File: src/rtl/attitude_frame_deframer_assert.svh
// assertion macros for the attitude frame deframer
// expects clk and rst_n in the scope of use; no other dependencies
`ifndef ATTITUDE_FRAME_DEFRAMER_ASSERT_SVH
`define ATTITUDE_FRAME_DEFRAMER_ASSERT_SVH
`ifndef SYNTHESIS
// condition holds at every edge out of reset
`define AFD_ASSERT_ALWAYS(lbl, cond) \
    lbl: assert property (@(posedge clk) disable iff (!rst_n) (cond)) \
        else $error("afd invariant violated");
// consequence holds in the cycle after the antecedent
`define AFD_ASSERT_NEXT(lbl, ante, cons) \
    lbl: assert property (@(posedge clk) disable iff (!rst_n) (ante) |=> (cons)) \
        else $error("afd sequence violated");
`else
`define AFD_ASSERT_ALWAYS(lbl, cond)
`define AFD_ASSERT_NEXT(lbl, ante, cons)
`endif
`endif

File: src/rtl/afd_pkg.sv
// shared types and constants for the attitude frame deframer
// no dependencies
`default_nettype none
package afd_pkg;
    localparam int unsigned FRAME_LEN  = 12;
    localparam int unsigned WIN_DEPTH  = FRAME_LEN - 1;
    localparam int unsigned FILL_W     = 4;
    localparam logic [7:0]  SYNC_A     = 8'hAA;
    localparam logic [7:0]  SYNC_B     = 8'h55;
    localparam logic [7:0]  TYPE_ATT   = 8'h06;
    localparam int unsigned SUM_FIRST  = 2;
    localparam int unsigned TYPE_POS   = 4;
    localparam int unsigned YAW_POS    = 5;
    localparam int unsigned PITCH_POS  = 7;
    localparam int unsigned ROLL_POS   = 9;

    typedef logic [7:0] byte_t;
    typedef byte_t window_t [WIN_DEPTH];

    typedef struct packed {
        logic               match;
        logic [15:0]        yaw;
        logic signed [15:0] pitch;
        logic signed [15:0] roll;
    } frame_check_t;
endpackage
`default_nettype wire

File: src/rtl/afd_check.sv
// frame test on the stored 11 bytes plus the arriving checksum byte
// depends on afd_pkg
`default_nettype none
module afd_check (
    input  var afd_pkg::window_t      win,
    input  wire [7:0]                 last_byte,
    output afd_pkg::frame_check_t     chk
);
    import afd_pkg::*;

    logic [7:0] sum;

    // wrapping sum of bytes 2 to 10
    always_comb
    begin
        sum = '0;
        for (int i = SUM_FIRST; i < WIN_DEPTH; i++)
        begin
            sum = sum + win[i];
        end
    end

    always_comb
    begin
        chk.match = (win[0] == SYNC_A) && (win[1] == SYNC_B)
                    && (win[TYPE_POS] == TYPE_ATT) && (sum == last_byte);
        chk.yaw   = {win[YAW_POS + 1], win[YAW_POS]};
        chk.pitch = {win[PITCH_POS + 1], win[PITCH_POS]};
        chk.roll  = {win[ROLL_POS + 1], win[ROLL_POS]};
    end
endmodule
`default_nettype wire

File: src/rtl/attitude_frame_deframer.sv
// attitude frame deframer top level: byte window, frame test, result register
// depends on afd_pkg, afd_check and attitude_frame_deframer_assert.svh
//
//   channel  | direction | handshake            | payload
//   ---------+-----------+----------------------+-------------------------------------
//   input    | in        | in_valid / in_ready  | rx_byte
//   result   | out       | out_valid/ out_ready | yaw, pitch, roll centideg, good_frames
//
// one byte is taken per cycle unless a stalled result holds the input; the frame test is a single pass of compare and
// a nine-byte add tree between the window registers and the result register
// a new request is taken whenever the result register is empty or being drained
// reset empties the window, clears the frame count and drops any pending result
// a stalled result holds the input side and with it the window
`default_nettype none
module attitude_frame_deframer (
    input  wire                clk,
    input  wire                rst_n,
    input  wire                in_valid,
    output logic               in_ready,
    input  wire [7:0]          rx_byte,
    output logic               out_valid,
    input  wire                out_ready,
    output logic [15:0]        yaw_centideg,
    output logic signed [15:0] pitch_centideg,
    output logic signed [15:0] roll_centideg,
    output logic [31:0]        good_frames
);
    import afd_pkg::*;

    // bytes 0 to 10 of the candidate frame; byte 11 is the arriving byte
    window_t              win_reg;
    window_t              win_next;
    logic [FILL_W-1:0]    fill_reg;
    logic [FILL_W-1:0]    fill_next;
    logic [31:0]          frames_reg;
    logic [31:0]          frames_next;
    logic                 out_valid_reg;
    logic                 out_valid_next;
    logic [15:0]          yaw_reg;
    logic signed [15:0]   pitch_reg;
    logic signed [15:0]   roll_reg;
    logic [31:0]          good_reg;

    frame_check_t         chk;
    logic                 in_take;
    logic                 window_full;
    logic                 emit;

    afd_check u_check (
        .win       (win_reg),
        .last_byte (rx_byte),
        .chk       (chk)
    );

    // result register frees itself when drained, so back to back requests flow
    assign in_ready    = !out_valid_reg || out_ready;
    assign in_take     = in_valid && in_ready;
    assign window_full = (fill_reg == FILL_W'(WIN_DEPTH));
    assign emit        = in_take && window_full && chk.match;

    always_comb
    begin
        win_next       = win_reg;
        fill_next      = fill_reg;
        frames_next    = frames_reg;
        out_valid_next = out_valid_reg && !out_ready;
        if (in_take)
        begin
            if (!window_full)
            begin
                // still filling: store at the fill position
                for (int i = 0; i < WIN_DEPTH; i++)
                begin
                    if (fill_reg == FILL_W'(i))
                    begin
                        win_next[i] = rx_byte;
                    end
                end
                fill_next = fill_reg + 1'b1;
            end
            else if (chk.match)
            begin
                // good frame: count it and start over
                fill_next      = '0;
                frames_next    = frames_reg + 32'd1;
                out_valid_next = 1'b1;
            end
            else
            begin
                // resync: drop the oldest byte and slide the window down
                for (int i = 0; i < WIN_DEPTH - 1; i++)
                begin
                    win_next[i] = win_reg[i + 1];
                end
                win_next[WIN_DEPTH - 1] = rx_byte;
                fill_next               = FILL_W'(WIN_DEPTH);
            end
        end
    end

    always_ff @(posedge clk or negedge rst_n)
    begin
        if (!rst_n)
        begin
            fill_reg      <= '0;
            frames_reg    <= '0;
            out_valid_reg <= 1'b0;
        end
        else
        begin
            fill_reg      <= fill_next;
            frames_reg    <= frames_next;
            out_valid_reg <= out_valid_next;
        end
    end

    // payload registers, no reset needed
    always_ff @(posedge clk)
    begin
        win_reg <= win_next;
        if (emit)
        begin
            yaw_reg   <= chk.yaw;
            pitch_reg <= chk.pitch;
            roll_reg  <= chk.roll;
            good_reg  <= frames_next;
        end
    end

    assign out_valid      = out_valid_reg;
    assign yaw_centideg   = yaw_reg;
    assign pitch_centideg = pitch_reg;
    assign roll_centideg  = roll_reg;
    assign good_frames    = good_reg;

`include "attitude_frame_deframer_assert.svh"

    // window never holds a full frame between requests
    `AFD_ASSERT_ALWAYS(a_fill_range, fill_reg <= FILL_W'(WIN_DEPTH))
    // a good frame empties the window and raises a result
    `AFD_ASSERT_NEXT(a_emit_clears, emit, (fill_reg == '0) && out_valid_reg)
    // the frame count moves by exactly one on a good frame
    `AFD_ASSERT_NEXT(a_count_step, emit, frames_reg == $past(frames_reg) + 32'd1)
    // while a result is pending, the result count matches the running count
    `AFD_ASSERT_ALWAYS(a_count_match, !out_valid_reg || (good_reg == frames_reg))
endmodule
`default_nettype wire
File: config.mk
export PLATFORM = sky130hd
export DESIGN_NAME = attitude_frame_deframer
export DESIGN_NICKNAME = d
export VERILOG_FILES = /design/src/rtl/afd_pkg.sv /design/src/rtl/afd_check.sv /design/src/rtl/attitude_frame_deframer.sv
export VERILOG_INCLUDE_DIRS = /design/src /design/src/rtl
export SDC_FILE = /design/constraint.sdc
export NUM_CORES = 1
export LEC_CHECK = 0
export ABC_AREA = 1
export BUFFER_PORTS_ARGS = -buffer_cell sky130_fd_sc_hd__clkbuf_2
export CORE_ASPECT_RATIO = 1.75
export CORE_MARGIN = 5
export CORE_UTILIZATION = 45
export CTS_CLUSTER_SIZE = 14
export DETAILED_ROUTE_END_ITERATION = 6
export GPL_TIMING_DRIVEN = 0
export PLACE_DENSITY = 0.6
export SYNTH_ARGS = -nofsm -noshare
export SYNTH_HDL_FRONTEND = slang
export SYNTH_SLANG_ARGS = --single-unit
File: constraint.sdc
create_clock -name clk -period 6.5 [get_ports clk]
set_input_delay 0.975 -clock clk [delete_from_list [all_inputs] [get_ports clk]]
set_output_delay 0.975 -clock clk [all_outputs]
set_load 0.02 [all_outputs]
# Word-level counts from Yosys, hierarchy flattened
# Cells that the tools add are included.
[classes] n_div=0 reduce_logical=33 add_sub_neg=10 magnitude_cmp=0 shifts=0 eq_ne=16 bitwise_logic=0 multipliers=0 muxes=21
[op_table] cell="$mux 88" n=2
[op_table] cell="$mux 32" n=3
[op_table] cell="$mux 8" n=11
[op_table] cell="$add 8x8->8" n=8
[op_table] cell="$reduce_and 3->1" n=11
[op_table] cell="$add 32x1->32 const B" n=1
[op_table] cell="$reduce_bool 2->1" n=11
[op_table] cell="$eq 4x3->1 const B" n=4
[op_table] cell="$eq 4x4->1 const B" n=4
[op_table] cell="$eq 4x2->1 const B" n=2
[op_table] cell="$eq 8x3->1 const B" n=1
[op_table] cell="$eq 8x7->1 const B" n=1
[op_table] cell="$eq 8x8->1" n=1
[op_table] cell="$eq 8x8->1 const B" n=1
[op_table] cell="$mux 4" n=2
[op_table] cell="$logic_and 1x1->1" n=7
[op_table] cell="$add 4x1->4 const B" n=1
[op_table] cell="$eq 4x1->1 const B" n=1
[op_table] cell="$logic_not 4->1" n=1
[op_table] cell="$mux 1" n=3
[op_table] cell="$logic_not 1->1" n=2
[op_table] cell="$ne 2x2->1 const B" n=1
[op_table] cell="$logic_or 1x1->1" n=1
[totals] mem_bits_ro=0 mem_count=0 mem_bits_rw=0 latch_bits=0 out_inout_bits=82 regBits=205 inputBits=12

# Depth between registers and ports, before layout
[depth] word_depth=13 mapped_depth=24

# Modules after synthesis
# From an unflattened synthesis, not the netlist that was laid out.
[unflattened] hier_cells=957 hier_area_um2=10277.4
[modules_own_cells] module="attitude_frame_deframer" instances=1 cells_each=679 area_each_um2=8116.5
[modules_own_cells] module="afd_check" instances=1 cells_each=278 area_each_um2=2160.8

# Worst setup path after synthesis
# No wires, ideal clock.
[synth_timing] kind="flip-flop to flip-flop" from="reg win_reg[10] (netlist bit)" to="reg good_reg[21], in the netlist good_frames[21], data pin" t_arrival_ps=5204 path_slack_ps=1035 setup_time_ps=261 required_ps=6239 path_stages_with_launch=20 path_cell_list="edfxtp_1 -> fa_1 -> inv_1 -> fa_1 -> fa_1 -> fa_1 -> inv_1 -> ha_1 -> inv_1 -> fa_1 -> xor2_1 -> nand4_1 -> nor2_1 -> nand2_1 -> nor2_4 -> nand2_4 -> nor2_8 -> nand3_1 -> o21ai_1 -> nand2_1"
[synth_via] elab_chain_cells=7
[synth_lines] element="from (decl)" line_no="attitude_frame_deframer.sv:31" source="window_t win_reg;"
[synth_lines] element="from (signal assigned)" line_no="attitude_frame_deframer.sv:120" source="win_reg <= win_next;"
[synth_lines] element="$add 8x8->8 (2 in series)" line_no="afd_check.sv:19" source="sum = sum + win[i];"
[synth_lines] element="$eq 8x8->1" line_no="afd_check.sv:26" source="&& (win[TYPE_POS] == TYPE_ATT) && (sum == last_byte);"
[synth_lines] element="$logic_and 1x1->1" line_no="afd_check.sv:26"
[synth_lines] element="$mux 32" line_no="attitude_frame_deframer.sv:81" source="else if (chk.match)"
[synth_lines] element="$mux 32" line_no="attitude_frame_deframer.sv:69" source="if (!window_full)"
[synth_lines] element="$mux 32" line_no="attitude_frame_deframer.sv:67" source="if (in_take)"
[synth_lines] element="named net frames_next[21]" line_no="attitude_frame_deframer.sv:36" source="logic [31:0] frames_next;"
[synth_lines] element="to (signal assigned)" line_no="attitude_frame_deframer.sv:126" source="good_reg <= frames_next;"
[synth_lines] element="to (decl)" line_no="attitude_frame_deframer.sv:42" source="logic [31:0] good_reg;"
# The timed path passes the listed nets, and every way through them passes these cells.
# A chain may end at the register's enable or synchronous reset.

# Final worst setup path
[layout_timing] from="reg win_reg[10] (netlist bit)" to="reg win_reg[45] (netlist bit), enable pin"
[layout_via] elab_chain_cells=6
[layout_lines] element="$add 8x8->8 (2 in series)" line_no="afd_check.sv:19"
[layout_lines] element="$eq 8x8->1" line_no="afd_check.sv:26"
[layout_lines] element="$logic_and 1x1->1" line_no="afd_check.sv:26"
[layout_lines] element="$ne 2x2->1 (no source line)"
[layout_lines] element="$reduce_and 3->1 (no source line)"
# No other way between the ends.

==> impl_results.md <==
* Layout cells sized above 1 at 0.143
* Initial antenna violation count at 0
* WP data required at 6610 ps
* Reg-to-reg setup timing slack at 480 ps
* MaxCap Viol Count at 0
* Final antenna-violating net count at 0
* Number of synthesized register bits at between 200 and 250
* Total track usage at 0.194
* Crit. End Element: flop
* CTS tree: done
* Hold-fix buffers, CTS at 0
* Core Region at roughly 0.022 mm^2
* Synth warn at 0
* Pins Over Slew Limit at 0
* Post-DP HPWL at 17600 um
* Reg2reg end: win_reg[45]
* TritonCTS sink count at between 200 and 250
* Max Buffers Root-to-Sink at 3
* Worst-Skew Late Latency at ~500 ps
* RSZ-0062 raised after global routing: false
* Commonest non-fill, non-tap cell in the layout: nand2_1
* Root buffer cell: clkbuf_16
* Worst vdd ir at just under 300 uV
* Worst Hold End: frames_reg[31]
* Clk_skew at roughly 14 ps
* Hold Crit Start: frames_reg[31]
* Cell Area, Synth at 0.0100 mm^2
* Pre-CTS setup slack at -24.3 ps
* Number of port buffers at between 90 and 100
* Final min period at ~6000 ps
* Synth Instances at roughly 900
* Worst path arrival time at approximately 6000 ps
* Vert. Die Dim at between 200 and 250 um
* FMAX at about 170 MHz
* Die area at about 0.026 mm^2
* CP Max Fanout at 10
* DR DRC count at 0
* Post-synth cell types at 37
* Fin. Hold Viols at 0
* Type of the worst setup path: reg -> reg
* Least-Margin Pin Slew at 1380 ps
* Mapped Nets at about 980
* TritonCTS buffer count at 20
* DRT iter0 DRCs at ~440
* Min-Delay Path Class: reg -> reg
* Final Wtd Congestion at 0.917
* Hold WS at between 400 and 500 ps
* Fill count at just over 2000
* Clock-pin transition on the worst setup and hold timing paths at ~60 ps
* Final setup viols at 0
* Largest net degree at the start of global routing at between 40 and 50
* Max FFs per register at just under 90
* Status: finished, final reports clean
* Vias in the first global route at roughly 6800
* Startpoint Class: flop
* Commonest non-fill, non-tap cells in the layout: 267 x nand2_1, 168 x edfxtp_1, 137 x inv_1
* FF-to-FF path depth at 19
* I/O pin cnt at 94
* Vias/cell at ~5.0
* First-pass GRT wire length at between 30000 and 40000 um
* Row count at 72
* Worst R2R Start: win_reg[10]
* H-tree depth at 1
* WHS Path Cells at 1
* Overflow left after global routing at 0
* Die width at between 100 and 150 um
* Power per cell area at a little under 400 mW/mm^2
* Slack of the critical path at around 480 ps
* Sequential fraction of the synthesis area at 0.594
* N_diodes at 0
* Mapped Avg Cell Area at 11.1 um^2
* Vias at about 6700
* 1st-pass router iterations at 5
* Post-cts resize count at 0
* Routed WL at between 20000 and 25000 um
* Period Utilization, post-route at 0.926
* Nets@finish at between 1000 and 1500
* Average wire per standard cell at approximately 18 um
* Fin Setup TNS at 0 ps
* Area Overhead vs Synth at 14.5%
* Lkg Pwr at 0.00505 uW
* Rel. slew slack at 0.0790
* Initial Utilization at 0.455
==> power breakdown <==
part | internal, uW | total (uW) | switching (uW)
Combinational | 671 | 1810 | 1140
Sequential | 1540 | 1610 | 77.5
Clock | 579 | 1060 | 482
Total | 2790 | 4490 | 1700
==> layout make-up <==
cell class | instances | area (um^2) | share of cell area
clock buffers | 31 | 542 | 0.0471
clock inverters | 5 | 41.3 | 0.00359
repair buffers | 94 | 485 | 0.0422
well taps | 296 | 370 | 0.0322
inverters | 139 | 522 | 0.0454
multi-input cells | 552 | 3520 | 0.306
flip-flops and latches | 205 | 5970 | 0.519
plain buffers | 12 | 46.3 | 0.00403
==> worst max path at each step <==
stage | startpoint | to | slack (ps) | cells after the start
after floorplan | win_reg[10] | good_frames[21] | 1030 | 19
after global placement | win_reg[10] | good_frames[21] | 90 | 19
after detailed placement | win_reg[10] | good_frames[21] | -20 | 19
after CTS | win_reg[10] | good_frames[18] | 360 | 16
after global routing | win_reg[10] | good_frames[21] | 150 | 19
final | win_reg[10] | win_reg[45] | 480 | 19
==> worst max-delay path, stage by stage (launching register included) <==
cell and delay (ps):
edfxtp_1 450, fa_1 570, inv_1 70, fa_1 510, fa_1 520, fa_1 550
inv_1 40, ha_1 220, inv_1 100, fa_1 440, xor2_1 160, nand4_1 110
nor2_1 60, nand2_1 100, nor2_4 100, nand4_2 190, inv_1 90, nand2_2 100
nand2_2 140, a21oi_1 1090
==> routing by layer <==
layer | track usage | routed length, um | vias up
met5 | 0 | 0 | -
li1 | - | - | 3191
met1 | 0.210 | 8450 | 3248
met3 | 0.0202 | 1010 | 49
met4 | 0.0719 | 898 | 0
met2 | 0.375 | 13800 | 185
==> timing repair <==
item | CTS | global route
setup buffers | 0 | 0
setup endpoints to repair | 1 | 0
endpoints found under the hold margin | 0 | 0
==> cell families after synthesis <==
kind of cell	share of synthesized area
AO/OA/AOI/OAI	0.0250
XOR/XNOR	0.0366
adder cells (fa/ha/maj)	0.106
buffers and inverters	0.0565
flip-flops	0.594
AND/OR/NAND/NOR	0.182
==> metrics by stage <==
step	total power, uW	cells	util	area, um^2
after CTS	4540	1333	0.520	11500
after global placement	3420	1296	0.493	10900
after floorplan	3010	907	-	10000
after global routing	4810	1334	0.521	11500
after detailed placement	3470	1296	0.493	10900
final	4490	1334	0.521	11500
==> cell usage after synthesis <==
cell	count	area share
nor2_4	3	0.0034
nor4_2	1	0.0012
nand3_1	27	0.013
or2_1	1	0.00062
nor2_1	38	0.014
fa_1	45	0.090
nor3_1	8	0.0040
o21ai_1	6	0.0030
and3b_1	1	0.00087
nor2_8	2	0.0040
clkbuf_1	8	0.0030
o2111ai_1	1	0.00087
nand2_2	5	0.0031
buf_2	1	0.00050
xor2_1	26	0.023
nor4_1	12	0.0075
xnor2_1	16	0.014
nor4b_1	1	0.00087
a21o_1	3	0.0022
nand3_4	1	0.0017
dfrtp_1	37	0.092
nand4_2	1	0.0012
nand3_2	2	0.0020
inv_1	137	0.051
inv_2	2	0.00075
nand4_1	22	0.014
edfxtp_1	168	0.50
a21oi_1	12	0.0060
o211ai_1	2	0.0015
ha_1	13	0.016
nor3_2	2	0.0020
nand3b_1	2	0.0015
o21ai_0	23	0.011
buf_1	3	0.0011
nand2_4	3	0.0034
nand2_1	267	0.10
nor2_2	5	0.0031
No activity file was read; power rests on OpenSTA's default activity.
